**config.mk**
```make
export PLATFORM = sky130hd
export DESIGN_NAME = lsc_ctrl
export DESIGN_NICKNAME = d
export VERILOG_FILES = /design/src/lsc_pkg.sv /design/src/lsc_ctrl.sv
export SDC_FILE = /design/constraint.sdc
export NUM_CORES = 1
export LEC_CHECK = 0
export ABC_AREA = 1
export BUFFER_PORTS_ARGS = -buffer_cell sky130_fd_sc_hd__buf_2
export CORE_UTILIZATION = 52
export CTS_BUF_LIST = sky130_fd_sc_hd__clkbuf_4 sky130_fd_sc_hd__clkbuf_8
export CTS_CLUSTER_SIZE = 20
export DETAILED_ROUTE_END_ITERATION = 6
export GPL_TIMING_DRIVEN = 0
export PLACE_DENSITY = 0.93
export SYNTH_ARGS = -nofsm -noshare
export SYNTH_HDL_FRONTEND = slang
export SYNTH_SLANG_ARGS = --single-unit
```
**constraint.sdc**
```tcl
create_clock -name clk -period 1.65 [get_ports clk]
set_input_delay 0 -clock clk [delete_from_list [all_inputs] [get_ports clk]]
set_output_delay 0 -clock clk [all_outputs]
set_load 0.01 [all_outputs]
```
**src/lsc_pkg.sv**
```systemverilog
// Shared types and constants of the layered sprite compositor.
// Used by the controller, the datapath and the top level; no dependencies.
package lsc_pkg;

	// Opcodes of an input item
	localparam logic [2:0] OP_PIXEL  = 3'd0;
	localparam logic [2:0] OP_MOTION = 3'd1;
	localparam logic [2:0] OP_SIZE   = 3'd2;
	localparam logic [2:0] OP_FRAME  = 3'd3;
	localparam logic [2:0] OP_QUERY  = 3'd4;

	// Configuration register indexes
	localparam logic [1:0] CFG_CANVAS_W = 2'd0;
	localparam logic [1:0] CFG_CANVAS_H = 2'd1;
	localparam logic [1:0] CFG_BG_RGB   = 2'd2;
	localparam logic [1:0] CFG_FPS      = 2'd3;

	localparam logic [31:0] OPAQUE   = 32'hFF00_0000;
	localparam logic [31:0] RGB_MASK = 32'h00FF_FFFF;

	// Kinematic numerator, its magnitude, and the 2*r*r denominator
	localparam int NUM_W     = 51;
	localparam int MAG_W     = 50;
	localparam int DEN_W     = 18;
	localparam int DIV_STEPS = MAG_W;
	localparam int CNT_W     = 6;

	// Operand pair that the shared multiplier works on
	typedef enum logic [2:0] {
		MUL_RR,
		MUL_RF,
		MUL_FF,
		MUL_S,
		MUL_V,
		MUL_A
	} mul_sel_t;

	typedef struct packed {
		logic     cap_in;
		logic     wr_pixel;
		logic     wr_motion;
		logic     wr_size;
		logic     mul_en;
		mul_sel_t mul_sel;
		logic     axis;
		logic     acc_clr;
		logic     div_start;
		logic     div_step;
		logic     pos_wr;
		logic     slot_top;
		logic     slot_zero;
		logic     slot_up;
		logic     slot_dn;
		logic     mem_rd;
		logic     res_bg;
		logic     res_sprite;
		logic     out_load;
	} lsc_cmd_t;

	typedef struct packed {
		logic [2:0] op;
		logic       canvas_ok;
		logic       box_hit;
		logic       alpha_hit;
		logic       slot_is_last;
		logic       slot_is_zero;
		logic       out_free;
	} lsc_status_t;

endpackage

```
**src/lsc_ctrl.sv**
```systemverilog
// Controller: sequences item decode, per-slot kinematics and the top-down query.
// Depends on lsc_pkg; drives the datapath through lsc_cmd_t.
module lsc_ctrl import lsc_pkg::*; (
	input  logic        clk,
	input  logic        arst_n,
	input  logic        req_valid,
	output logic        req_ready,
	input  lsc_status_t st,
	output lsc_cmd_t    cmd
);

	typedef enum logic [3:0] {
		S_IDLE,
		S_DECODE,
		S_PRE,
		S_MUL,
		S_WAIT,
		S_DSTART,
		S_DIV,
		S_POS,
		S_Q_LOOK,
		S_Q_CHK,
		S_DONE
	} state_t;

	state_t           state_q, state_d;
	logic [CNT_W-1:0] cnt_q;
	logic             axis_q;
	logic             ready_q;
	logic             accept;

	assign accept    = req_valid && ready_q;
	assign req_ready = ready_q;

	// Next state and commands
	always_comb begin
		state_d = state_q;
		cmd     = '0;
		cmd.axis = axis_q;
		unique case (state_q)
			S_IDLE: begin
				cmd.cap_in = accept;
				if (accept) state_d = S_DECODE;
			end
			S_DECODE: begin
				state_d = S_IDLE;
				case (st.op)
					OP_PIXEL:  cmd.wr_pixel  = 1'b1;
					OP_MOTION: cmd.wr_motion = 1'b1;
					OP_SIZE:   cmd.wr_size   = 1'b1;
					OP_FRAME: begin
						cmd.slot_zero = 1'b1;
						state_d = S_PRE;
					end
					OP_QUERY: begin
						cmd.slot_top = 1'b1;
						if (st.canvas_ok) begin
							state_d = S_Q_LOOK;
						end else begin
							cmd.res_bg = 1'b1;
							state_d = S_DONE;
						end
					end
					default: ;
				endcase
			end
			S_PRE: begin
				cmd.mul_en = 1'b1;
				case (cnt_q)
					CNT_W'(0): cmd.mul_sel = MUL_RR;
					CNT_W'(1): cmd.mul_sel = MUL_RF;
					default:   cmd.mul_sel = MUL_FF;
				endcase
				if (cnt_q == CNT_W'(2)) state_d = S_MUL;
			end
			S_MUL: begin
				cmd.mul_en = 1'b1;
				case (cnt_q)
					CNT_W'(0): begin
						cmd.mul_sel = MUL_S;
						cmd.acc_clr = 1'b1;
					end
					CNT_W'(1): cmd.mul_sel = MUL_V;
					default:   cmd.mul_sel = MUL_A;
				endcase
				if (cnt_q == CNT_W'(2)) state_d = S_WAIT;
			end
			S_WAIT: state_d = S_DSTART;
			S_DSTART: begin
				cmd.div_start = 1'b1;
				state_d = S_DIV;
			end
			S_DIV: begin
				cmd.div_step = 1'b1;
				if (cnt_q == CNT_W'(DIV_STEPS - 1)) state_d = S_POS;
			end
			S_POS: begin
				cmd.pos_wr = 1'b1;
				if (!axis_q) begin
					state_d = S_MUL;
				end else if (st.slot_is_last) begin
					state_d = S_IDLE;
				end else begin
					cmd.slot_up = 1'b1;
					state_d = S_MUL;
				end
			end
			S_Q_LOOK: begin
				if (st.box_hit) begin
					cmd.mem_rd = 1'b1;
					state_d = S_Q_CHK;
				end else if (st.slot_is_zero) begin
					cmd.res_bg = 1'b1;
					state_d = S_DONE;
				end else begin
					cmd.slot_dn = 1'b1;
				end
			end
			S_Q_CHK: begin
				if (st.alpha_hit) begin
					cmd.res_sprite = 1'b1;
					state_d = S_DONE;
				end else if (st.slot_is_zero) begin
					cmd.res_bg = 1'b1;
					state_d = S_DONE;
				end else begin
					cmd.slot_dn = 1'b1;
					state_d = S_Q_LOOK;
				end
			end
			S_DONE: begin
				if (st.out_free) begin
					cmd.out_load = 1'b1;
					state_d = S_IDLE;
				end
			end
			default: state_d = S_IDLE;
		endcase
	end

	// State, step counter, axis and ready
	always_ff @(posedge clk or negedge arst_n) begin
		if (!arst_n) begin
			state_q <= S_IDLE;
			cnt_q   <= '0;
			axis_q  <= 1'b0;
			ready_q <= 1'b1;
		end else begin
			state_q <= state_d;
			ready_q <= state_d == S_IDLE;
			if (state_d != state_q) cnt_q <= '0;
			else cnt_q <= cnt_q + CNT_W'(1);
			if (state_q == S_POS) axis_q <= !axis_q;
		end
	end

`ifndef SYNTHESIS
	a_accept_decode: assert property (@(posedge clk) disable iff (!arst_n)
		accept |=> state_q == S_DECODE)
		else $error("accepted item not decoded");
	a_load_free: assert property (@(posedge clk) disable iff (!arst_n)
		cmd.out_load |-> st.out_free)
		else $error("result loaded over a pending result");
	a_rd_box: assert property (@(posedge clk) disable iff (!arst_n)
		cmd.mem_rd |-> st.box_hit)
		else $error("sprite read outside the sprite box");
	a_axis_idle: assert property (@(posedge clk) disable iff (!arst_n)
		ready_q |-> !axis_q)
		else $error("axis left on y at end of frame start");
`endif

endmodule

```
# Word level (Yosys, flattened, before mapping)
# Cells that the tools add are included.
totals:
  reg_bits: 12
  inputBits: 12
  output_inout_bits: 22
  elab_cells: 79
op_classes:
  addsub: 1
  n_eq_ne: 18
  muxes: 50
  n_reduce_logical: 6
op_table:
  columns: ["operator", "n"]
  rows:
  - ["$pmux W4 S11", 1]
  - ["$mux W4", 9]
  - ["$mux W1", 28]
  - ["$eq A4 B3 Y1 const B", 4]
  - ["$pmux W4 S2", 2]
  - ["$eq A4 B4 Y1 const B", 3]
  - ["$eq A4 B2 Y1 const B", 2]
  - ["$logic_not A4 Y1", 2]
  - ["$mux W2", 4]
  - ["$add A6 B1 Y6 const B", 1]
  - ["$eq A3 B2 Y1 const B", 2]
  - ["$eq A6 B1 Y1 const B", 1]
  - ["$eq A6 B2 Y1 const B", 1]
  - ["$eq A6 B6 Y1 const B", 1]
  - ["$logic_not A6 Y1", 1]
  - ["$mux W6", 1]
  - ["$pmux W3 S2", 1]
  - ["$eq A4 B1 Y1 const B", 1]
  - ["$ne A4 B4 Y1", 1]
  - ["$pmux W2 S2", 1]
  - ["$eq A3 B1 Y1 const B", 1]
  - ["$eq A3 B3 Y1 const B", 1]
  - ["$logic_not A3 Y1", 1]
  - ["$mux W3", 1]
  - ["other kinds (4)", 4]

# Longest topological paths before layout
# Gate-level depths: netlist of the first run.
depth:
  depth_word: 5
  ltp_mapped: 10
  mapped_depth_nobuf: 10

# Worst setup path after synthesis of the first run
# No wires, ideal clock.
synth_path:
  kind: "register -> register"
  from: "register cnt_q[0]"
  to: "register cnt_q[0]"
  setup_time_ps: 122
  arrival_time_ps: 1335
  required_ps: 1528
  setup_slack_ps: 193
  path_stages_with_launch: 10
  synth_period_minus_slack_ps: 1457
  path_cell_list: "dfrtp_1 > inv_1 > ha_1 > nand3_1 > a21oi_1 > nand3_2 > nand2_1 > nand2_1 > nand3_2 > nor2_1"
synth_via:
  elab_chain_len: 5
  elab_cells_between_ends: 9
  cone_classes: "add/sub (1); eq/ne (3); mux (5)"
synth_lines:
  columns: ["element", "line_no", "rtl"]
  rows:
  - ["start: declaration", "lsc_ctrl.sv:27", "logic [CNT_W-1:0] cnt_q;"]
  - ["start signal: assignment", "lsc_ctrl.sv:152", "else cnt_q <= cnt_q + CNT_W'(1);"]
  - ["$eq A6 B6 Y1 / $eq A6 B2 Y1 (equally long branches)", "lsc_ctrl.sv:95, lsc_ctrl.sv:74, lsc_ctrl.sv:86", null]
  - ["$mux W4 (on tied branches)", "lsc_ctrl.sv:95, lsc_ctrl.sv:74, lsc_ctrl.sv:86", null]
  - ["$pmux W4 S11 (*)", "lsc_ctrl.sv:40", "unique case (state_q)"]
  - ["via state_d[1]", "lsc_ctrl.sv:26", "state_t state_q, state_d;"]
  - ["$ne A4 B4 Y1 (*)", "lsc_ctrl.sv:151", "if (state_d != state_q) cnt_q <= '0;"]
  - ["$mux W6 (*)", "lsc_ctrl.sv:151", null]
# The timed path passes the listed nets; every way through them passes the cells marked *.
# A chain may end at the register's enable or synchronous reset.

# Final worst setup path of the first run
layout_path:
  from: "register state_q[3]"
  to: "register cnt_q[4]"
layout_via:
  elab_chain_len: 5
  elab_cells_between_ends: 21
  cone_classes: "eq/ne (11); mux (9); reduce/logical (1)"
layout_lines:
  columns: ["element", "line_no", "rtl"]
  rows:
  - ["start: declaration", "lsc_ctrl.sv:26", null]
  - ["start signal: assignment", "lsc_ctrl.sv:149", "state_q <= state_d;"]
  - ["$mux W4", "lsc_ctrl.sv:112", "end else if (st.slot_is_zero) begin"]
  - ["$mux W4", "lsc_ctrl.sv:109", "if (st.box_hit) begin"]
  - ["$pmux W4 S11 (*)", "lsc_ctrl.sv:40", null]
  - ["via state_d[3]", "lsc_ctrl.sv:26", null]
  - ["$ne A4 B4 Y1 (*)", "lsc_ctrl.sv:151", null]
  - ["$mux W6 (*)", "lsc_ctrl.sv:151", null]
# Marks and branches as above.

==> results of run 1 <==
==> synth_stat cells <==
library cell,instances
a31o_2,1
nand2_2,1
nand4_2,1
o211ai_1,1
xnor2_1,2
o21ai_0,3
a21oi_1,2
nand3_1,11
dfrtp_1,11
nand3_2,3
o22ai_1,2
nand2_1,29
nand3b_1,3
inv_1,25
nor2_1,29
nor3_1,1
nand4_1,3
nor3b_1,1
buf_4,1
nor2_2,5
dfstp_2,1
nor2_4,3
inv_2,4
nor4_1,2
ha_1,4
xor2_1,3
==> timing repair <==
item                                    CTS  global route
hold buffers                              1             0
setup buffers                             3             3
resized for setup                         5            29
pin swaps                                 3             7
endpoints found under the hold margin    12             0
endpoints found under the setup margin    7            12
==> logic make-up (layout without fill, tap and decap cells) <==
kind of cell / Yosys count / in the layout / share of synthesized area
AND/OR/NAND/NOR: 92 / 92 / 0.445
buffers and inverters: 30 / 74 / 0.114
flip-flops: 12 / 12 / 0.296
AO/OA/AOI/OAI: 9 / 9 / 0.0528
XOR/XNOR: 5 / 5 / 0.0430
adder cells (fa/ha/maj): 4 / 4 / 0.0491
==> final timing paths <==
path / endpoint / slack (ns) / start / cells past startpoint
setup / recovery: cnt_q[4] / -0.02 / state_q[3] / 10
hold / removal: cnt_q[0] / 0.13 / arst_n / 2
setup reg to reg: cnt_q[4] / -0.02 / state_q[3] / 10
hold reg to reg: axis_q / 0.53 / axis_q / 1
max in group asynchronous: req_ready / 1.26 / arst_n / 2
min in group clk: state_q[3] / 0.20 / st[0] / 4
==> per-layer routing <==
layer | global-route usage | wire length [microns] | vias up
met3 | 0.0353 | 240 | 14
met1 | 0.291 | 1160 | 517
met4 | 0.147 | 107 | 0
met2 | 0.425 | 1340 | 66
met5 | 0 | 0 | -
li1 | - | - | 563
==> metrics by stage <==
step | hold slack (ns) | cells | total power [W] | setup WS [ns] | util
finish | 0.129 | 221 | 0.00195 | -0.0193 | 0.798
CTS | 0.128 | 218 | 0.00168 | 0.0244 | 0.730
detailed placement | -0.114 | 210 | 0.00139 | -0.0730 | 0.681
global placement | -0.121 | 210 | 0.00132 | 0.0340 | 0.681
floorplan | -0.296 | 152 | 0.00112 | 0.193 | -
global route | 0.137 | 221 | 0.00210 | -0.114 | 0.798
==> power by group through the flow <==
stage	Sequential (W)	Combinational [W]	Clock (W)
floorplan	0.000459	0.000662	0
global placement	0.000461	0.000864	0
detailed placement	0.000469	0.000917	0
CTS	0.000463	0.000988	0.000233
global route	0.000512	0.00134	0.000248
finish	0.000504	0.00122	0.000227
==> final cells by class <==
class                      count  share of cell area
clock buffer                   4              0.0255
buffer                         1             0.00528
sequential                    12               0.215
timing repair buffer          40               0.157
inverter                      29              0.0765
tap                           25              0.0220
multi-input combinational    110               0.498
==> flip-flops by register name (all words and copies together) (netlist names) <==
register / flops
state_q: 4
axis_q: 1
req_ready: 1
cnt_q: 6
==> flow_metrics.env, run 1 <==
export IMPL_register_area_sq_um=307
export IMPL_antenna_found_initial=0
export IMPL_clock_fmax_ghz=0.599
export IMPL_swShare=0.490
export IMPL_finalCriticalPeriod_ns=1.67
export IMPL_cp_required_ns=1.84
export IMPL_power_switching_w=0.000956
export IMPL_grt_pass1_vias=969
export IMPL_drv_slew=0
export IMPL_seq_area_frac_synth=0.296
export IMPL_synth_nets=168
export IMPL_cts_buffers_inserted=3
export IMPL_grtUsageTotal=0.249
export IMPL_status="complete, but fails checks"
export IMPL_synth_area_top_cells="dfrtp_1, nand2_1, nor2_1, inv_1, nand3_1"
export IMPL_drt_iter0_drc=39
export IMPL_multiInputGateArea_sq_um=708
export IMPL_stdcell_area_sq_um=1420
export IMPL_die_area_sq_um=2140
export IMPL_finalWorstSetupSlack_ns=-0.0193
export IMPL_critPathCaptureType="flip-flop"
export IMPL_critical_path_max_fanout=6
export IMPL_grt_overflow_total=0
export IMPL_num_antenna_cells=0
export IMPL_synth_cell_types=26
export IMPL_start_util=0.571
export IMPL_area_growth_synth_to_final_pct=39.7
export IMPL_die_w_microns=46.3
export IMPL_antenna_left=0
export IMPL_drv_cap=0
export IMPL_dp_hpwl_mm=1.94
export IMPL_core_area_sq_um=1780
export IMPL_tritoncts="done"
export IMPL_path_cells="nor2_4, buf_4, nand2_2, nor2_4, inv_2, nand4_2, nor2_1, nor2_2, nand3_4, nor2_1"
export IMPL_violations="negative setup slack"
export IMPL_p_int_w=0.000994
export IMPL_postPlaceCellArea_sq_um=1210
export IMPL_worstMarginPinSlew_ns=0.264
export IMPL_nNetsFinal=213
export IMPL_port_buffers=33
export IMPL_layout_drive_gt1_share=0.439
export IMPL_report_final_setup_viol=1
export IMPL_first_pass_iters=5
export IMPL_yosys_area_top_type="dfrtp_1"
export IMPL_grt_max_degree=13
export IMPL_finalWirelength_mm=2.85
export IMPL_die_h_microns=46.3
export IMPL_p_leak_nw=0.804
export IMPL_synth_top_area_share=0.270
export IMPL_finalClockSkew_ns=0.00244
export IMPL_yosys_register_bits=12
export IMPL_clk_pin_slew_ns=0.07
export IMPL_drc=0
export IMPL_netlist_area_sq_um=1020
export IMPL_cts_max_path_buffers=2
export IMPL_clock_latency_ns=0.26
export IMPL_hold_viol=0
export IMPL_nFillCells=120
export IMPL_wire_per_inst_microns=12.9
export IMPL_ys_warnings_count=0
export IMPL_crit_buf_inv=2
export IMPL_slowest_delay_ns=0.46
export IMPL_rsz0062_at_grt="true"
export IMPL_cts_sinks=12
export IMPL_cts_htree_levels=1
export IMPL_layout_worst_path_cycle_share=1.01
export IMPL_hold_class="primary input to asynchronous set/reset pin"
export IMPL_crit_arrival_ns=1.86
export IMPL_vias_per_cell=5.25
export IMPL_critPathSlowestCell="dfrtp_2"
export IMPL_grt_pass1_wl_mm=3.82
export IMPL_rows=15
export IMPL_vdd_drop_max_uv=1150
export IMPL_io_pin_count=34
export IMPL_worstSetupPathType="flip-flop to flip-flop"
export IMPL_relSlewSlack=0.822
export IMPL_clkPwrFrac=0.117
export IMPL_p_seq_frac=0.258
export IMPL_mostFrequentLayoutCell="buf_2"
export IMPL_cp_start_kind="flip-flop"
export IMPL_avgSynthCellArea_sq_um=6.70
export IMPL_cp_top_family="simple AND/OR/NAND/NOR gates"
export IMPL_p_comb_frac=0.625
export IMPL_routabilityCongestion=0.856
export IMPL_via_count=1160
export IMPL_p_per_area_nw_per_um2=1370
export IMPL_synth_cells=152
export IMPL_tns_ns=-0.0193
export IMPL_root_buffer="clkbuf_4"
export IMPL_mostFrequentLayoutCells="buf_2, nand2_1, inv_1, nor2_1, nand3_1"
(Power assumes the default switching activity.)
==> inputs of run 2 (changes only) <==
CORE_MARGIN = 5   (was unset)
==> run 2 against run 1 <==
The flow now finishes without violations. Non-clock buffer count up 1. Fmax up 2.6%. Sequential power down 3%. Combinational power down 4%. Sequential cell count unchanged. Clock-buffer cell count unchanged. Clock power down 15%. Wire length down 2.6%. Critical endpoint is now cnt_q[1].
==> flow_metrics.env, run 2 (synthesis gave the netlist of run 1 again) <==
export IMPL_status="completed"
export IMPL_wire_per_inst_microns=12.4
export IMPL_critPathSlowestCell="dfrtp_1"
export IMPL_die_area_sq_um=2940
export IMPL_core_area_sq_um=1920
export IMPL_num_antenna_cells=0
export IMPL_finalClockSkew_ns=0.0107
export IMPL_hold_class="primary input to asynchronous set/reset pin"
export IMPL_grtUsageTotal=0.193
export IMPL_largest_reg_flops=6
export IMPL_worstMarginPinSlew_ns=0.260
export IMPL_top_register="cnt_q"
export IMPL_cp_start_kind="flip-flop"
export IMPL_p_comb_frac=0.633
export IMPL_start_util=0.530
export IMPL_vias_per_cell=5.08
export IMPL_swShare=0.491
export IMPL_vdd_drop_max_uv=997
export IMPL_stdcell_area_sq_um=1400
export IMPL_grt_max_degree=13
export IMPL_finalCriticalPeriod_ns=1.63
export IMPL_rsz0062_at_grt="true"
export IMPL_placedCellCount=212
export IMPL_p_seq_frac=0.263
export IMPL_crit_buf_inv=0
export IMPL_stdcell_count=224
export IMPL_power_switching_w=0.000911
export IMPL_drt_iter0_drc=35
export IMPL_antenna_found_initial=0
export IMPL_mostFrequentLayoutCell="buf_2"
export IMPL_dp_hpwl_mm=1.99
export IMPL_drv_cap=0
export IMPL_layout_drive_gt1_share=0.421
export IMPL_p_leak_nw=0.805
export IMPL_cp_top_family="simple AND/OR/NAND/NOR gates"
export IMPL_mostFrequentLayoutCells="buf_2, nand2_1, inv_1, nor2_1, nand3_1"
export IMPL_clock_fmax_ghz=0.614
export IMPL_grt_pass1_wl_mm=4.24
export IMPL_p_per_area_nw_per_um2=1330
export IMPL_cts_htree_levels=1
export IMPL_slowest_delay_ns=0.43
export IMPL_path_cells="nor2_2, nand3_2, a21oi_2, nand3_2, nand2_1, nand2_1, nand3_4, nor2_1"
export IMPL_first_pass_iters=4
export IMPL_finalWirelength_mm=2.77
export IMPL_report_final_setup_viol=0
export IMPL_clk_pin_slew_ns=0.07
export IMPL_cts_buffers_inserted=3
export IMPL_cp_required_ns=1.79
export IMPL_nFillCells=156
export IMPL_critPathCaptureType="flip-flop"
export IMPL_hold_viol=0
export IMPL_relSlewSlack=0.825
export IMPL_routabilityCongestion=0.976
export IMPL_critical_path_max_fanout=6
export IMPL_rows=16
export IMPL_die_h_microns=54.3
export IMPL_via_count=1137
export IMPL_io_pin_count=34
export IMPL_antenna_left=0
export IMPL_cts_max_path_buffers=2
export IMPL_clock_latency_ns=0.26
export IMPL_place_ws_ns=-0.0336
export IMPL_area_growth_synth_to_final_pct=37.1
export IMPL_worstSetupPathType="flip-flop to flip-flop"
export IMPL_nNetsFinal=214
export IMPL_clkPwrFrac=0.104
export IMPL_whs_ns=0.128
export IMPL_crit_arrival_ns=1.77
export IMPL_reg_top3="cnt_q (6), state_q (4)"
export IMPL_root_buffer="clkbuf_4"
export IMPL_reg2reg_setup_slack_ns=0.02
export IMPL_finalPower_w=0.00186
export IMPL_tritoncts="done"
export IMPL_drc=0
export IMPL_port_buffers=33
export IMPL_layout_worst_path_cycle_share=0.986
export IMPL_grt_pass1_vias=1042
export IMPL_finalWorstSetupSlack_ns=0.0225
export IMPL_postPlaceCellArea_sq_um=1220
export IMPL_die_w_microns=54.3
export IMPL_drv_slew=0
export IMPL_grt_overflow_total=0
export IMPL_cts_sinks=12
export IMPL_p_int_w=0.000945
run 2: worst paths after layout:
check	startpoint	endpoint	cells past startpoint
min in group clk	st[0]	state_q[3]	4
worst min register to register	axis_q	axis_q	1
max in group asynchronous	arst_n	req_ready	2
worst max register to register	cnt_q[2]	cnt_q[1]	8
worst min-delay path	arst_n	cnt_q[2]	2
worst max-delay path	cnt_q[2]	cnt_q[1]	8
run 2: repair_timing:
action,in CTS,in global routing
buffers inserted,2,5
hold buffers,1,0
resized for setup,9,17
pin swaps,0,3
hold endpoints to repair,12,0
endpoints found under the setup margin,9,12
run 2: metal layers:
| metal | vias to the layer above | GRT usage | wire [microns] |
|---|---|---|---|
| met5 | - | 0 | 0 |
| li1 | 566 | - | - |
| met3 | 8 | 0.0163 | 136 |
| met2 | 36 | 0.355 | 1460 |
| met4 | 0 | 0.0747 | 50 |
| met1 | 527 | 0.228 | 1130 |
run 2: layout make-up:
class	instances	area, sq um	area share
Multi-Input combinational cell	110	682	0.488
Sequential cell	12	307	0.220
Timing Repair Buffer	41	228	0.163
Inverter	29	109	0.0780
Tap cell	27	33.8	0.0242
Clock buffer	4	30.0	0.0215
Buffer	1	7.51	0.00538
run 2: per-stage QoR:
step / utilization / TNS (ns)
floorplan: - / 0
global placement: 0.633 / 0
detailed placement: 0.633 / -0.177
CTS: 0.679 / 0
global route: 0.727 / -0.460
finish: 0.727 / 0
run 2: worst register-to-register path: stages (launching register included):
cell and delay, ns:
dfrtp_1 0.43, nor2_2 0.21, nand3_2 0.17, a21oi_2 0.23
nand3_2 0.13, nand2_1 0.08, nand2_1 0.10, nand3_4 0.11
nor2_1 0.06
run 2: power groups by stage:
stage | sequential, W | combinational (W) | clock, W
after floorplan | 0.000459 | 0.000662 | 0
after global placement | 0.000461 | 0.000883 | 0
after detailed placement | 0.000466 | 0.000921 | 0
after CTS | 0.000468 | 0.000997 | 0.000200
after global routing | 0.000495 | 0.00129 | 0.000214
final | 0.000488 | 0.00117 | 0.000193
